**src/rtl/msfc_pkg.sv**
```systemverilog
package msfc_pkg;

	localparam int TIME_W = 32;
	localparam int DRAW_W = 25;
	localparam int CFG_DATA_W = 24;
	localparam int CFG_IDX_W = 3;

	// power modes
	localparam logic [2:0] MODE_AWAKE     = 3'd0;
	localparam logic [2:0] MODE_FADE_OUT  = 3'd1;
	localparam logic [2:0] MODE_ASLEEP    = 3'd2;
	localparam logic [2:0] MODE_FADE_IN   = 3'd3;
	localparam logic [2:0] MODE_DREAM_IN  = 3'd4;
	localparam logic [2:0] MODE_DREAM_LIT = 3'd5;
	localparam logic [2:0] MODE_DREAM_OUT = 3'd6;

	// item kinds
	localparam logic [1:0] KIND_TICK   = 2'd0;
	localparam logic [1:0] KIND_SAMPLE = 2'd1;
	localparam logic [1:0] KIND_WAKE   = 2'd2;

	// register indexes
	localparam logic [CFG_IDX_W-1:0] CFG_SLEEP_TIMEOUT  = 3'd0;
	localparam logic [CFG_IDX_W-1:0] CFG_JITTER         = 3'd1;
	localparam logic [CFG_IDX_W-1:0] CFG_FADE           = 3'd2;
	localparam logic [CFG_IDX_W-1:0] CFG_DREAM_INTERVAL = 3'd3;
	localparam logic [CFG_IDX_W-1:0] CFG_DREAM_LIT      = 3'd4;
	localparam logic [CFG_IDX_W-1:0] CFG_MOTION_THR     = 3'd5;
	localparam logic [CFG_IDX_W-1:0] CFG_SETTLE         = 3'd6;

	// reset values
	localparam logic [23:0] RST_SLEEP_TIMEOUT  = 24'd240000;
	localparam logic [15:0] RST_JITTER         = 16'd5000;
	localparam logic [15:0] RST_FADE           = 16'd1000;
	localparam logic [23:0] RST_DREAM_INTERVAL = 24'd30000;
	localparam logic [15:0] RST_DREAM_LIT      = 16'd2000;
	localparam logic [15:0] RST_MOTION_THR     = 16'd205;
	localparam logic [15:0] RST_SETTLE         = 16'd500;
	localparam logic [DRAW_W-1:0] RST_DREAM_WAIT = 25'd30000;
	localparam logic [DRAW_W-1:0] RST_TIMEOUT    = 25'd240000;

	localparam logic [7:0] SCALE_FULL = 8'd255;

	// squaring sequence operand select
	localparam logic [1:0] SQ_X   = 2'd0;
	localparam logic [1:0] SQ_Y   = 2'd1;
	localparam logic [1:0] SQ_Z   = 2'd2;
	localparam logic [1:0] SQ_THR = 2'd3;

	// divider step counts: remainder walks the whole random word,
	// fade quotient needs 8 bits
	localparam int DIV_MOD_STEPS   = TIME_W;
	localparam int DIV_SCALE_STEPS = 8;
	localparam int STEP_CNT_W      = $clog2(DIV_MOD_STEPS);

	typedef struct packed {
		logic       load_in;
		logic       mod_init;
		logic       div_step;
		logic       draw_calc;
		logic       tick1;
		logic       tick2;
		logic       tick3;
		logic       sq_step;
		logic [1:0] sq_idx;
		logic       decide;
		logic       base_only;
		logic       wake;
		logic       sc1;
		logic       sc2;
		logic       out_load;
	} msfc_cmd_t;

	typedef struct packed {
		logic [1:0] kind;
		logic       sample_use;
		logic       baseline_valid;
		logic       scale_direct;
	} msfc_stat_t;

endpackage

```
**src/rtl/msfc_ctrl.sv**
```systemverilog
module msfc_ctrl import msfc_pkg::*; (
	input  logic       clk,
	input  logic       arst_n,
	input  logic       in_valid,
	output logic       in_ready,
	output logic       out_valid,
	input  logic       out_ready,
	input  msfc_stat_t stat,
	output msfc_cmd_t  cmd
);

	localparam logic [3:0] S_IDLE = 4'd0;
	localparam logic [3:0] S_DISP = 4'd1;
	localparam logic [3:0] S_MOD  = 4'd2;
	localparam logic [3:0] S_DRAW = 4'd3;
	localparam logic [3:0] S_T1   = 4'd4;
	localparam logic [3:0] S_T2   = 4'd5;
	localparam logic [3:0] S_T3   = 4'd6;
	localparam logic [3:0] S_SQ   = 4'd7;
	localparam logic [3:0] S_DEC  = 4'd8;
	localparam logic [3:0] S_BASE = 4'd9;
	localparam logic [3:0] S_WAKE = 4'd10;
	localparam logic [3:0] S_SC1  = 4'd11;
	localparam logic [3:0] S_SC2  = 4'd12;
	localparam logic [3:0] S_SDIV = 4'd13;
	localparam logic [3:0] S_FIN  = 4'd14;

	localparam logic [STEP_CNT_W-1:0] MOD_LAST   = STEP_CNT_W'(DIV_MOD_STEPS - 1);
	localparam logic [STEP_CNT_W-1:0] SCALE_LAST = STEP_CNT_W'(DIV_SCALE_STEPS - 1);

	logic [3:0]            state_q, state_d;
	logic [STEP_CNT_W-1:0] cnt_q, cnt_d;
	logic                  out_valid_q;

	assign in_ready  = (state_q == S_IDLE);
	assign out_valid = out_valid_q;

	always_comb begin
		cmd     = '0;
		state_d = state_q;
		cnt_d   = cnt_q;
		case (state_q)
			S_IDLE: begin
				if (in_valid) begin
					cmd.load_in = 1'b1;
					state_d     = S_DISP;
				end
			end
			S_DISP: begin
				cnt_d = '0;
				case (stat.kind)
					KIND_TICK: begin
						cmd.mod_init = 1'b1;
						state_d      = S_MOD;
					end
					KIND_SAMPLE: begin
						if (!stat.sample_use)
							state_d = S_SC1;
						else if (stat.baseline_valid)
							state_d = S_SQ;
						else
							state_d = S_BASE;
					end
					KIND_WAKE: state_d = S_WAKE;
					default:   state_d = S_SC1;
				endcase
			end
			S_MOD: begin
				cmd.div_step = 1'b1;
				if (cnt_q == MOD_LAST) begin
					cnt_d   = '0;
					state_d = S_DRAW;
				end else begin
					cnt_d = cnt_q + 1'b1;
				end
			end
			S_DRAW: begin
				cmd.draw_calc = 1'b1;
				state_d       = S_T1;
			end
			S_T1: begin
				cmd.tick1 = 1'b1;
				state_d   = S_T2;
			end
			S_T2: begin
				cmd.tick2 = 1'b1;
				state_d   = S_T3;
			end
			S_T3: begin
				cmd.tick3 = 1'b1;
				state_d   = S_SC1;
			end
			S_SQ: begin
				cmd.sq_step = 1'b1;
				cmd.sq_idx  = cnt_q[1:0];
				if (cnt_q[1:0] == SQ_THR) begin
					cnt_d   = '0;
					state_d = S_DEC;
				end else begin
					cnt_d = cnt_q + 1'b1;
				end
			end
			S_DEC: begin
				cmd.decide = 1'b1;
				state_d    = S_SC1;
			end
			S_BASE: begin
				cmd.base_only = 1'b1;
				state_d       = S_SC1;
			end
			S_WAKE: begin
				cmd.wake = 1'b1;
				state_d  = S_SC1;
			end
			S_SC1: begin
				cmd.sc1 = 1'b1;
				state_d = S_SC2;
			end
			S_SC2: begin
				cmd.sc2 = 1'b1;
				cnt_d   = '0;
				state_d = stat.scale_direct ? S_FIN : S_SDIV;
			end
			S_SDIV: begin
				cmd.div_step = 1'b1;
				if (cnt_q == SCALE_LAST) begin
					cnt_d   = '0;
					state_d = S_FIN;
				end else begin
					cnt_d = cnt_q + 1'b1;
				end
			end
			S_FIN: begin
				if (!out_valid_q || out_ready) begin
					cmd.out_load = 1'b1;
					state_d      = S_IDLE;
				end
			end
			default: state_d = S_IDLE;
		endcase
	end

	always_ff @(posedge clk or negedge arst_n) begin
		if (!arst_n) begin
			state_q     <= S_IDLE;
			cnt_q       <= '0;
			out_valid_q <= 1'b0;
		end else begin
			state_q <= state_d;
			cnt_q   <= cnt_d;
			if (cmd.out_load)
				out_valid_q <= 1'b1;
			else if (out_ready)
				out_valid_q <= 1'b0;
		end
	end

endmodule

```
**src/rtl/msfc_dp.sv**
```systemverilog
module msfc_dp import msfc_pkg::*; (
	input  logic                  clk,
	input  logic                  arst_n,
	input  msfc_cmd_t             cmd,
	output msfc_stat_t            stat,
	input  logic [1:0]            kind,
	input  logic [TIME_W-1:0]     now_ms,
	input  logic signed [15:0]    accel_x,
	input  logic signed [15:0]    accel_y,
	input  logic signed [15:0]    accel_z,
	input  logic                  sample_ok,
	input  logic [TIME_W-1:0]     random_word,
	input  logic                  cfg_we,
	input  logic [CFG_IDX_W-1:0]  cfg_index,
	input  logic [CFG_DATA_W-1:0] cfg_data,
	output logic [2:0]            mode,
	output logic [7:0]            brightness_scale,
	output logic                  radio_on,
	output logic                  motion_seen,
	output logic                  forward_sample
);

	// registers
	logic [23:0] sleep_timeout_q, dream_int_q;
	logic [15:0] jitter_q, fade_q, dream_lit_q, thr_q, settle_q;

	// latched item
	logic [1:0]        kind_q;
	logic [TIME_W-1:0] now_q, rnd_q;
	logic signed [15:0] ax_q, ay_q, az_q;
	logic              ok_q;

	// controller state
	logic [2:0]        mode_q;
	logic [TIME_W-1:0] fade_start_q, last_motion_q, sleep_start_q, resume_q;
	logic [DRAW_W-1:0] dream_wait_q, timeout_q;
	logic              bv_q, seen_q, fwd_q;
	logic signed [15:0] px_q, py_q, pz_q;

	// working registers
	logic [16:0]       div_r_q;
	logic [TIME_W-1:0] div_sh_q;
	logic [7:0]        div_quo_q;
	logic              div_scale_q;
	logic [DRAW_W-1:0] draw_dream_q, draw_to_q;
	logic [15:0]       rem_q, num_x_q;
	logic [31:0]       product_q;
	logic [33:0]       sum_q;
	logic              fade_ge_q;

	logic [2:0] out_mode_q;
	logic [7:0] out_scale_q;
	logic       out_radio_q, out_seen_q, out_fwd_q;

	function automatic logic [DRAW_W-1:0] draw_val(input logic [23:0] base,
		input logic [16:0] md, input logic [15:0] jit);
		logic [DRAW_W-1:0] v;
		v = {1'b0, base} + {8'b0, md};
		return (v < {9'b0, jit}) ? '0 : v - {9'b0, jit};
	endfunction

	// elapsed times, all mod 2^32
	logic [TIME_W-1:0] e_fade, e_sleep, e_motion, e_resume;
	logic fading, up, fade_done, motion, scale_direct;
	logic [7:0] direct_val;

	assign e_fade   = now_q - fade_start_q;
	assign e_sleep  = now_q - sleep_start_q;
	assign e_motion = now_q - last_motion_q;
	assign e_resume = now_q - resume_q;

	assign up        = (mode_q == MODE_FADE_IN) || (mode_q == MODE_DREAM_IN);
	assign fading    = up || (mode_q == MODE_FADE_OUT) || (mode_q == MODE_DREAM_OUT);
	assign fade_done = e_fade >= {16'b0, fade_q};
	assign motion    = sum_q >= {2'b0, product_q};

	assign scale_direct = !fading || fade_ge_q;
	assign direct_val   = (up || (mode_q == MODE_AWAKE) || (mode_q == MODE_DREAM_LIT)) ?
		SCALE_FULL : 8'd0;

	// shared restoring divider, one quotient bit a step
	logic [16:0] span, div_d;
	logic [17:0] div_t, div_diff;
	logic        div_ge;

	assign span     = {jitter_q, 1'b1};
	assign div_d    = div_scale_q ? {1'b0, fade_q} : span;
	assign div_t    = {div_r_q, div_sh_q[TIME_W-1]};
	assign div_ge   = div_t >= {1'b0, div_d};
	assign div_diff = div_t - {1'b0, div_d};

	// shared squarer
	logic signed [16:0] sq_op;
	logic signed [33:0] sq_full;

	always_comb begin
		case (cmd.sq_idx)
			SQ_X:    sq_op = $signed({ax_q[15], ax_q}) - $signed({px_q[15], px_q});
			SQ_Y:    sq_op = $signed({ay_q[15], ay_q}) - $signed({py_q[15], py_q});
			SQ_Z:    sq_op = $signed({az_q[15], az_q}) - $signed({pz_q[15], pz_q});
			default: sq_op = $signed({1'b0, thr_q});
		endcase
	end

	assign sq_full = sq_op * sq_op;

	// fade numerator times 255
	logic [23:0] num_255;
	assign num_255 = {num_x_q, 8'b0} - {8'b0, num_x_q};

	assign stat.kind           = kind_q;
	assign stat.sample_use     = ok_q && (mode_q != MODE_ASLEEP);
	assign stat.baseline_valid = bv_q;
	assign stat.scale_direct   = scale_direct;

	always_ff @(posedge clk or negedge arst_n) begin
		if (!arst_n) begin
			sleep_timeout_q <= RST_SLEEP_TIMEOUT;
			jitter_q        <= RST_JITTER;
			fade_q          <= RST_FADE;
			dream_int_q     <= RST_DREAM_INTERVAL;
			dream_lit_q     <= RST_DREAM_LIT;
			thr_q           <= RST_MOTION_THR;
			settle_q        <= RST_SETTLE;
		end else if (cfg_we) begin
			case (cfg_index)
				CFG_SLEEP_TIMEOUT:  sleep_timeout_q <= cfg_data;
				CFG_JITTER:         jitter_q        <= cfg_data[15:0];
				CFG_FADE:           fade_q          <= cfg_data[15:0];
				CFG_DREAM_INTERVAL: dream_int_q     <= cfg_data;
				CFG_DREAM_LIT:      dream_lit_q     <= cfg_data[15:0];
				CFG_MOTION_THR:     thr_q           <= cfg_data[15:0];
				CFG_SETTLE:         settle_q        <= cfg_data[15:0];
				default: ;
			endcase
		end
	end

	always_ff @(posedge clk or negedge arst_n) begin
		if (!arst_n) begin
			mode_q        <= MODE_AWAKE;
			fade_start_q  <= '0;
			last_motion_q <= '0;
			sleep_start_q <= '0;
			resume_q      <= '0;
			dream_wait_q  <= RST_DREAM_WAIT;
			timeout_q     <= RST_TIMEOUT;
			bv_q          <= 1'b0;
			seen_q        <= 1'b0;
			fwd_q         <= 1'b0;
			px_q          <= '0;
			py_q          <= '0;
			pz_q          <= '0;
		end else if (cmd.load_in) begin
			seen_q <= 1'b0;
			fwd_q  <= 1'b0;
		end else if (cmd.tick1) begin
			if (mode_q == MODE_ASLEEP) begin
				if (e_sleep >= {7'b0, dream_wait_q}) begin
					mode_q       <= MODE_DREAM_IN;
					fade_start_q <= now_q;
				end
			end else if (fading && fade_done) begin
				if (mode_q == MODE_FADE_OUT || mode_q == MODE_DREAM_OUT) begin
					mode_q        <= MODE_ASLEEP;
					sleep_start_q <= now_q;
					dream_wait_q  <= draw_dream_q;
				end else if (mode_q == MODE_FADE_IN) begin
					mode_q <= MODE_AWAKE;
				end else begin
					mode_q       <= MODE_DREAM_LIT;
					fade_start_q <= now_q;
				end
			end
		end else if (cmd.tick2) begin
			if (mode_q == MODE_DREAM_LIT && e_fade >= {16'b0, dream_lit_q}) begin
				mode_q       <= MODE_DREAM_OUT;
				fade_start_q <= now_q;
			end
		end else if (cmd.tick3) begin
			if (mode_q == MODE_AWAKE && e_motion >= {7'b0, timeout_q}) begin
				mode_q       <= MODE_FADE_OUT;
				fade_start_q <= now_q;
				bv_q         <= 1'b0;
				timeout_q    <= draw_to_q;
			end
		end else if (cmd.base_only) begin
			px_q <= ax_q;
			py_q <= ay_q;
			pz_q <= az_q;
			if (e_resume >= {16'b0, settle_q})
				bv_q <= 1'b1;
		end else if (cmd.decide) begin
			px_q  <= ax_q;
			py_q  <= ay_q;
			pz_q  <= az_q;
			fwd_q <= (mode_q == MODE_AWAKE) || (mode_q == MODE_FADE_IN) ||
				((mode_q == MODE_FADE_OUT) && motion);
			if (motion) begin
				seen_q        <= 1'b1;
				last_motion_q <= now_q;
				if (mode_q == MODE_FADE_OUT) begin
					// reverse the fade at the current brightness
					mode_q       <= MODE_FADE_IN;
					fade_start_q <= now_q - {16'b0, rem_q};
				end
			end
		end else if (cmd.wake) begin
			if (mode_q == MODE_ASLEEP) begin
				last_motion_q <= now_q;
				fade_start_q  <= now_q;
				resume_q      <= now_q;
				bv_q          <= 1'b0;
				mode_q        <= MODE_FADE_IN;
			end
		end
	end

	always_ff @(posedge clk) begin
		if (cmd.load_in) begin
			kind_q <= kind;
			now_q  <= now_ms;
			ax_q   <= accel_x;
			ay_q   <= accel_y;
			az_q   <= accel_z;
			ok_q   <= sample_ok;
			rnd_q  <= random_word;
		end
		if (cmd.mod_init) begin
			div_r_q     <= '0;
			div_sh_q    <= rnd_q;
			div_scale_q <= 1'b0;
		end else if (cmd.sc2) begin
			div_r_q     <= {1'b0, num_255[23:8]};
			div_sh_q    <= {num_255[7:0], 24'b0};
			div_scale_q <= 1'b1;
		end else if (cmd.div_step) begin
			div_r_q   <= div_ge ? div_diff[16:0] : div_t[16:0];
			div_sh_q  <= {div_sh_q[TIME_W-2:0], 1'b0};
			div_quo_q <= {div_quo_q[6:0], div_ge};
		end
		if (cmd.draw_calc) begin
			draw_dream_q <= draw_val(dream_int_q, div_r_q, jitter_q);
			draw_to_q    <= draw_val(sleep_timeout_q, div_r_q, jitter_q);
		end
		if (cmd.sq_step) begin
			product_q <= sq_full[31:0];
			if (cmd.sq_idx == SQ_X) begin
				sum_q <= '0;
				rem_q <= fade_done ? 16'd0 : fade_q - e_fade[15:0];
			end else begin
				sum_q <= sum_q + {2'b0, product_q};
			end
		end
		if (cmd.sc1) begin
			fade_ge_q <= fade_done;
			num_x_q   <= up ? e_fade[15:0] : fade_q - e_fade[15:0];
		end
		if (cmd.out_load) begin
			out_mode_q  <= mode_q;
			out_scale_q <= scale_direct ? direct_val : div_quo_q;
			out_radio_q <= (mode_q == MODE_AWAKE) || (mode_q == MODE_FADE_OUT) ||
				(mode_q == MODE_FADE_IN);
			out_seen_q  <= seen_q;
			out_fwd_q   <= fwd_q;
		end
	end

	assign mode             = out_mode_q;
	assign brightness_scale = out_scale_q;
	assign radio_on         = out_radio_q;
	assign motion_seen      = out_seen_q;
	assign forward_sample   = out_fwd_q;

endmodule

```
**src/rtl/motion_sleep_fade_controller_unit.sv**
```systemverilog
// Channel   Handshake              Payload
// input     in_valid / in_ready    kind, now_ms, accel_x/y/z, sample_ok, random_word
// result    out_valid / out_ready  mode, brightness_scale, radio_on, motion_seen,
//                                  forward_sample
// config    cfg_valid / cfg_ready  cfg_index (0..6), cfg_data (24 bit, masked per reg)
//
// One item at a time; each item gives exactly one result.
// Frame tick: the result waits on the 32-step bit-serial remainder of the random draw
// and, while a fade is still running, the 8-step fade quotient.
// A sample with a baseline makes 4 squarer passes.
// arst_n clears mode to awake and loads register defaults.
// A result held in the output register stalls only the last step of the next item.
module motion_sleep_fade_controller_unit import msfc_pkg::*; (
	input  logic                  clk,
	input  logic                  arst_n,
	// item in
	input  logic                  in_valid,
	output logic                  in_ready,
	input  logic [1:0]            kind,
	input  logic [TIME_W-1:0]     now_ms,
	input  logic signed [15:0]    accel_x,
	input  logic signed [15:0]    accel_y,
	input  logic signed [15:0]    accel_z,
	input  logic                  sample_ok,
	input  logic [TIME_W-1:0]     random_word,
	// result out
	output logic                  out_valid,
	input  logic                  out_ready,
	output logic [2:0]            mode,
	output logic [7:0]            brightness_scale,
	output logic                  radio_on,
	output logic                  motion_seen,
	output logic                  forward_sample,
	// register writes
	input  logic                  cfg_valid,
	output logic                  cfg_ready,
	input  logic [CFG_IDX_W-1:0]  cfg_index,
	input  logic [CFG_DATA_W-1:0] cfg_data
);

	msfc_cmd_t  cmd;
	msfc_stat_t stat;

	// registers take a write in any cycle; writes are to land between items, which the block does not enforce
	assign cfg_ready = 1'b1;

	// sequencer: dispatches on item kind, steps divider and squarer
	msfc_ctrl u_ctrl (
		.clk       (clk),
		.arst_n    (arst_n),
		.in_valid  (in_valid),
		.in_ready  (in_ready),
		.out_valid (out_valid),
		.out_ready (out_ready),
		.stat      (stat),
		.cmd       (cmd)
	);

	// timing state, mode register, shared divider and squarer, result register
	msfc_dp u_dp (
		.clk              (clk),
		.arst_n           (arst_n),
		.cmd              (cmd),
		.stat             (stat),
		.kind             (kind),
		.now_ms           (now_ms),
		.accel_x          (accel_x),
		.accel_y          (accel_y),
		.accel_z          (accel_z),
		.sample_ok        (sample_ok),
		.random_word      (random_word),
		.cfg_we           (cfg_valid & cfg_ready),
		.cfg_index        (cfg_index),
		.cfg_data         (cfg_data),
		.mode             (mode),
		.brightness_scale (brightness_scale),
		.radio_on         (radio_on),
		.motion_seen      (motion_seen),
		.forward_sample   (forward_sample)
	);

endmodule

```
**config.mk**
```make
export PLATFORM = sky130hd
export DESIGN_NAME = motion_sleep_fade_controller_unit
export DESIGN_NICKNAME = d
export VERILOG_FILES = /design/src/rtl/msfc_pkg.sv /design/src/rtl/msfc_ctrl.sv /design/src/rtl/msfc_dp.sv /design/src/rtl/motion_sleep_fade_controller_unit.sv
export SDC_FILE = /design/constraint.sdc
export NUM_CORES = 2
export LEC_CHECK = 0
export BUFFER_PORTS_ARGS = -buffer_cell sky130_fd_sc_hd__buf_2
export CAP_MARGIN = 10
export CORE_UTILIZATION = 50
export DETAILED_ROUTE_END_ITERATION = 8
export HOLD_SLACK_MARGIN = 0.03
export PLACE_DENSITY = 0.75
export REMOVE_ABC_BUFFERS = 1
export SKIP_CTS_REPAIR_TIMING = 1
export SLEW_MARGIN = 20
export SYNTH_ARGS = -nofsm -noshare
export SYNTH_HDL_FRONTEND = slang
export SYNTH_SLANG_ARGS = --single-unit
```
**constraint.sdc**
```tcl
create_clock -name clk -period 18.5 [get_ports clk]
set_clock_uncertainty 0.05 [all_clocks]
set_input_delay 2.775 -clock clk [delete_from_list [all_inputs] [get_ports clk]]
set_output_delay 2.775 -clock clk [all_outputs]
set_load 0.005 [all_outputs]
```
Yosys cells after proc, flatten, opt, wreduce, memory -nomap -nowiden
Cells that the tools add are included.
- add/subtract/negate cells: 17
- multiply operators: 1
- magnitude comparators: 9
- equal/unequal tests: 56
- muxes and demuxes: 104
- bitwise logic cells: 9
- reductions and logical operators: 61
- operators with widths (cell ; number):
    2-to-1 mux 32 bit ; 21
    2-to-1 mux 16 bit ; 9
    subtractor 32 bit ; 4
    >= comparator 32 x 16 -> 1 bit ; 3
    >= comparator 32 x 25 -> 1 bit ; 2
    2-to-1 mux 3 bit ; 17
    case mux 17 bit (3 select lines) ; 1
    subtractor 16 x 16 -> 17 bit ; 3
    adder 24 x 17 -> 25 bit ; 2
    < comparator 25 x 16 -> 1 bit ; 2
    subtractor 25 x 16 -> 25 bit ; 2
    case mux 4 bit (12 select lines) ; 1
    2-to-1 mux 1 bit ; 38
    adder 34 x 32 -> 34 bit ; 1
    >= comparator 34 x 32 -> 1 bit ; 1
    2-to-1 mux 17 bit ; 2
    multiplier 17 x 17 -> 32 bit ; 1
    subtractor 32 x 16 -> 32 bit ; 1
    == test 4 bit, second input constant ; 7
    2-to-1 mux 4 bit ; 7
    AND reduction 5 bit ; 5
    AND reduction 8 bit ; 3
    subtractor 24 x 16 -> 24 bit ; 1
    inequality test 2 x 1 -> 1 bit, second input constant ; 10
    43 further kinds ; 113
- flip-flop bits (word level): 706
- input port bits: 147
- output and inout port bits: 17
- logic and storage cells: 304

Depth between registers and ports, before layout
- word-level depth: 9
- gate-level depth with buffers: 39
- mapped depth without buffers: 38

Modules after synthesis
Synthesis repeated with hierarchy kept, for this count alone.
- cells, all modules: 5827
- area total of the unflattened synthesis: 56153.9 um^2
- by module, submodules not included (module ; times used ; cells an instance ; area an instance (um^2) ; sequential area each (um^2)):
    msfc_dp ; 1 ; 5715 ; 55223.0 ; 18958.2
    msfc_ctrl ; 1 ; 110 ; 919.6 ; 250.2
    motion_sleep_fade_controller_unit ; 1 ; 2 ; 11.3 ; 0.0

Worst setup path after synthesis
No wires, ideal clock.
- path kind: register -> register
- start point: register u_ctrl.state_q[2]
- end point: register u_dp.product_q[31] (data pin)
- data arrival time: 9.772 ns
- data required time: 18.189 ns
- path slack: 8.416 ns
- stages on the path, launching flop included: 33
- buffers on the path: 2
- clock period less this slack: 10.084 ns
- cell sequence: dfrtp_1 clkbuf_1 nor2b_1 nand3_1 inv_1 buf_1 nand2_1 a21oi_1 a222oi_1 o21ai_1 clkinv_1 nand2_1 fa_1 fa_1 inv_1 fa_1 fa_1 fa_1 inv_1 fa_1 inv_1 ha_1 a21o_1 a21o_1 a211o_1 a41oi_1 nor2_1 o31a_1 a41oi_1 o21bai_1 a21oi_1 o21ai_0 xnor2_1
- word-level cells in the longest chain between the ends: 5
- elaborated cells on any way between the ends: 7
- classes of those cells: 1 x mul; 3 x eq/ne; 2 x mux; 1 x reduce/logical
- ends and longest elaborated chain (item ; RTL line ; source):
    from (decl) ; msfc_ctrl.sv:31 ; logic [3:0] state_q, state_d;
    from (signal assigned) ; msfc_ctrl.sv:149 ; state_q <= state_d;
    == test 4 x 3 -> 1 bit (*) ; msfc_ctrl.sv:42 ; case (state_q)
    2-to-1 mux 3 bit (*) ; msfc_ctrl.sv:42 ;
    == test 2 bit (tied with other cells) ; msfc_dp.sv:97 ; case (cmd.sq_idx)
    case mux 17 bit (3 select lines) (*) ; msfc_dp.sv:97 ;
    multiplier 17 x 17 -> 32 bit (*) ; msfc_dp.sv:105 ; assign sq_full = sq_op * sq_op;
    named net u_dp.sq_full[31] ; msfc_dp.sv:94 ; logic signed [33:0] sq_full;
    to (signal assigned) ; msfc_dp.sv:247 ; product_q <= sq_full[31:0];
    to (decl) ; msfc_dp.sv:47 ; logic [31:0] product_q;
The timed path passes the listed nets; every way through them passes the cells marked *.
A chain may end at the register's enable or synchronous reset.

Final worst setup path
- start point: register u_ctrl.state_q[2]
- end point: register u_dp.product_q[30] (data pin)
Same word-level chain as after synthesis.

==> impl_results.md <==
* Syn_area_per_cell at 9.643 um^2
* Hold Crit Class: reg -> reg
* R2r worst-path depth at 32
* Commonest non-fill, non-tap cell in the layout: inv_1
* Reg2Reg Setup Slack at 7550 ps
* DP Wirelength at 114,400 um
* Final min period at 10,950 ps
* IO Port Bufs at 162
* CP Launch Type: flop
* Worst-Skew Late Latency at 670 ps
* Hold EP: u_dp.div_quo_q[4]
* Layer with the highest usage: met2
* Core Box Area at 111,100 um^2
* Placed inst area at 58,750 um^2
* Routability Congestion at 0.9239
* Slew headroom at 11.49%
* Critical R2R Launch: u_ctrl.state_q[2]
* Synth Instances at 5,828
* IO Pins at 164
* GR Overflow Total at 0
* Largest net degree at the start of global routing at 104
* Post-synth cell types at 89
* Share of layout cells above drive strength 1 at 11.50%
* Worst-path fanout max at 64
* Critical Path AT at 11,280 ps
* DR vias/cell at 5.690
* Final WL at 148,600 um
* Starting DRT DRC Count at 3,239
* Syn. warnings at 0
* Largest stage delay, worst path at 730 ps
* Mapped cell area at 56,200 um^2
* Nets at 6,943
* Area Overhead vs Synth at 9.511%
* H-tree depth at 3
* Fin Setup TNS at 0 ps
* Tot GR Track Use at 26.45%
* Max-slew violation count at 0
* CP required at 18,830 ps
* Final setup violation count at 0
* Register area share after synthesis at 34.18%
* Crit. End Element: flop
* DRC at 0
* Seq cells post-synth at 705
* Design area at 61,550 um^2
* Initial core utilization at 50.57%
* Die width at 337.3 um
* RSZ-0062 raised after global routing: no
* Fin crit share at 59.19%
* Initial DRT Pass Iterations at 6
* CTS tree: built
* Asr flop ratio synth at 52.48%
* Final Core Density at 55.38%
* Vias at 42,912
* Met1 usage at 33.50%
* Area of the multi-input gates at 33,450 um^2
* Root Driver: clkbuf_16
* Fin. Hold Viols at 0
* Antenna violations before repair at 5
* Min-Delay Startpoint: u_dp.div_quo_q[3]
* Max-cap violations at 0
* End of the worst register-to-register path: u_dp.product_q[30]
* Most frequent CP cell: fa_1
* Worst-Margin Slew at 1318 ps
* Max Clk Rate at 0.09133 GHz
* Final antenna-violating net count at 0
* Height of the die at 337.3 um
* FP Rows at 122
* Clk sinks at 705
* CTS clk-pin slew, worst paths at 60 ps
* Met3 Usage GRT at 3.877%
* Die area at 113,700 um^2
* Worst hold stages at 0
* Commonest cells after routing, fill and taps aside: inv_1 (797), ha_1 (541), nand2_1 (450), nor2_1 (450), o21ai_0 (343)
* WL/cell at 19.70 um
* Vias in the first global route at 43,282
* GR Util met2 at 45.43%
* Layout fillers at 9,659
* Bufs on Longest Clock Path at 3
* FF/Latch Area at 19,210 um^2
* Status: complete, no violations
* Kind of critical path: reg -> reg
* Num CTS Buffers at 82
* Synth Flop Type: edfxtp_1
* CP max stage cell: buf_4
* First-pass GRT wire length at 236,100 um
* Post-synth EDFFs at 317
==> worst max path at each step <==
stage                            startpoint                 end  slack (ps)  depth (start not counted)
after floorplan           u_ctrl.state_q[1]  u_dp.product_q[30]        6560                         31
after global placement    u_ctrl.state_q[2]  u_dp.product_q[31]        7970                         32
after detailed placement  u_ctrl.state_q[2]  u_dp.product_q[31]        7720                         32
after CTS                 u_ctrl.state_q[2]  u_dp.product_q[31]        7640                         32
after global routing      u_ctrl.state_q[2]  u_dp.product_q[31]        6730                         32
final                     u_ctrl.state_q[2]  u_dp.product_q[30]        7550                         32
==> synthesized netlist by cell type (all sizes together), types with 106 or more instances <==
library cell / n / share of area, %
xnor2: 228 / 3.6
a21o: 125 / 1.7
clkbuf: 122 / 0.82
dfrtp: 314 / 14
a21oi: 309 / 2.8
inv: 798 / 5.3
nor2: 451 / 3.0
ha: 541 / 12
edfxtp: 317 / 17
nor3: 106 / 0.94
mux2: 238 / 5.0
o21ai: 350 / 3.1
nand2: 450 / 3.0
fa: 272 / 9.7
==> layout make-up <==
class                      count  area share (%)
antenna                        1        0.004066
clock inverter                50          0.8477
sequential                   705           31.21
clock buffer                 103           3.696
tap                         1488           3.025
inverter                     804           4.904
multi-input combinational   4176           54.35
timing repair buffer         214           1.968
==> critical path, delay by kind of cell (launching register included) <==
family | cells | cell delay [ps]
adder cells (fa/ha/maj) | 7 | 3490
buffers and inverters | 8 | 1930
AND/OR/NAND/NOR | 6 | 1440
XOR/XNOR | 1 | 120
flip-flops | 1 | 670
AO/OA/AOI/OAI | 10 | 2900
==> registers in the layout, summed over array words and instances, names as in the netlist, 31 cells and up <==
signal / cells
u_dp.sum_q: 34
u_dp.div_sh_q: 32
u_dp.fade_start_q: 32
u_dp.last_motion_q: 32
u_dp.now_q: 32
u_dp.resume_q: 32
u_dp.rnd_q: 32
u_dp.sleep_start_q: 32
u_dp.product_q: 31
==> metrics by stage <==
step,hold slack [ps],instances,setup WS [ps]
final,396.7,7541,7551
after global routing,402.4,7540,6732
after CTS,397.7,7540,7642
after detailed placement,385.8,7387,7724
after global placement,382.7,7387,7971
after floorplan,374.8,5685,6562
==> routing by layer <==
layer | routed length, um | up-vias
li1 | - | 20403
met1 | 62720 | 20933
met2 | 71630 | 1291
met3 | 8417 | 285
met4 | 5796 | 0
met5 | 0 | -
==> logic make-up (layout without fill, tap and decap cells) <==
logic type / count (synthesis) / after routing / share of synthesized area (%)
AND/OR/NAND/NOR: 1488 / 1488 / 12.36
AO/OA/AOI/OAI: 1225 / 1225 / 13.75
buffers and inverters: 947 / 1171 / 6.427
adder cells (fa/ha/maj): 813 / 813 / 21.73
flip-flops: 705 / 705 / 34.18
XOR/XNOR: 332 / 332 / 5.174
multiplexers: 317 / 317 / 6.370
other: 1 / 2 / 0.006673
Power is not shown: default switching activity piles up to over one toggle a cycle in this logic, so the estimate is an artifact.
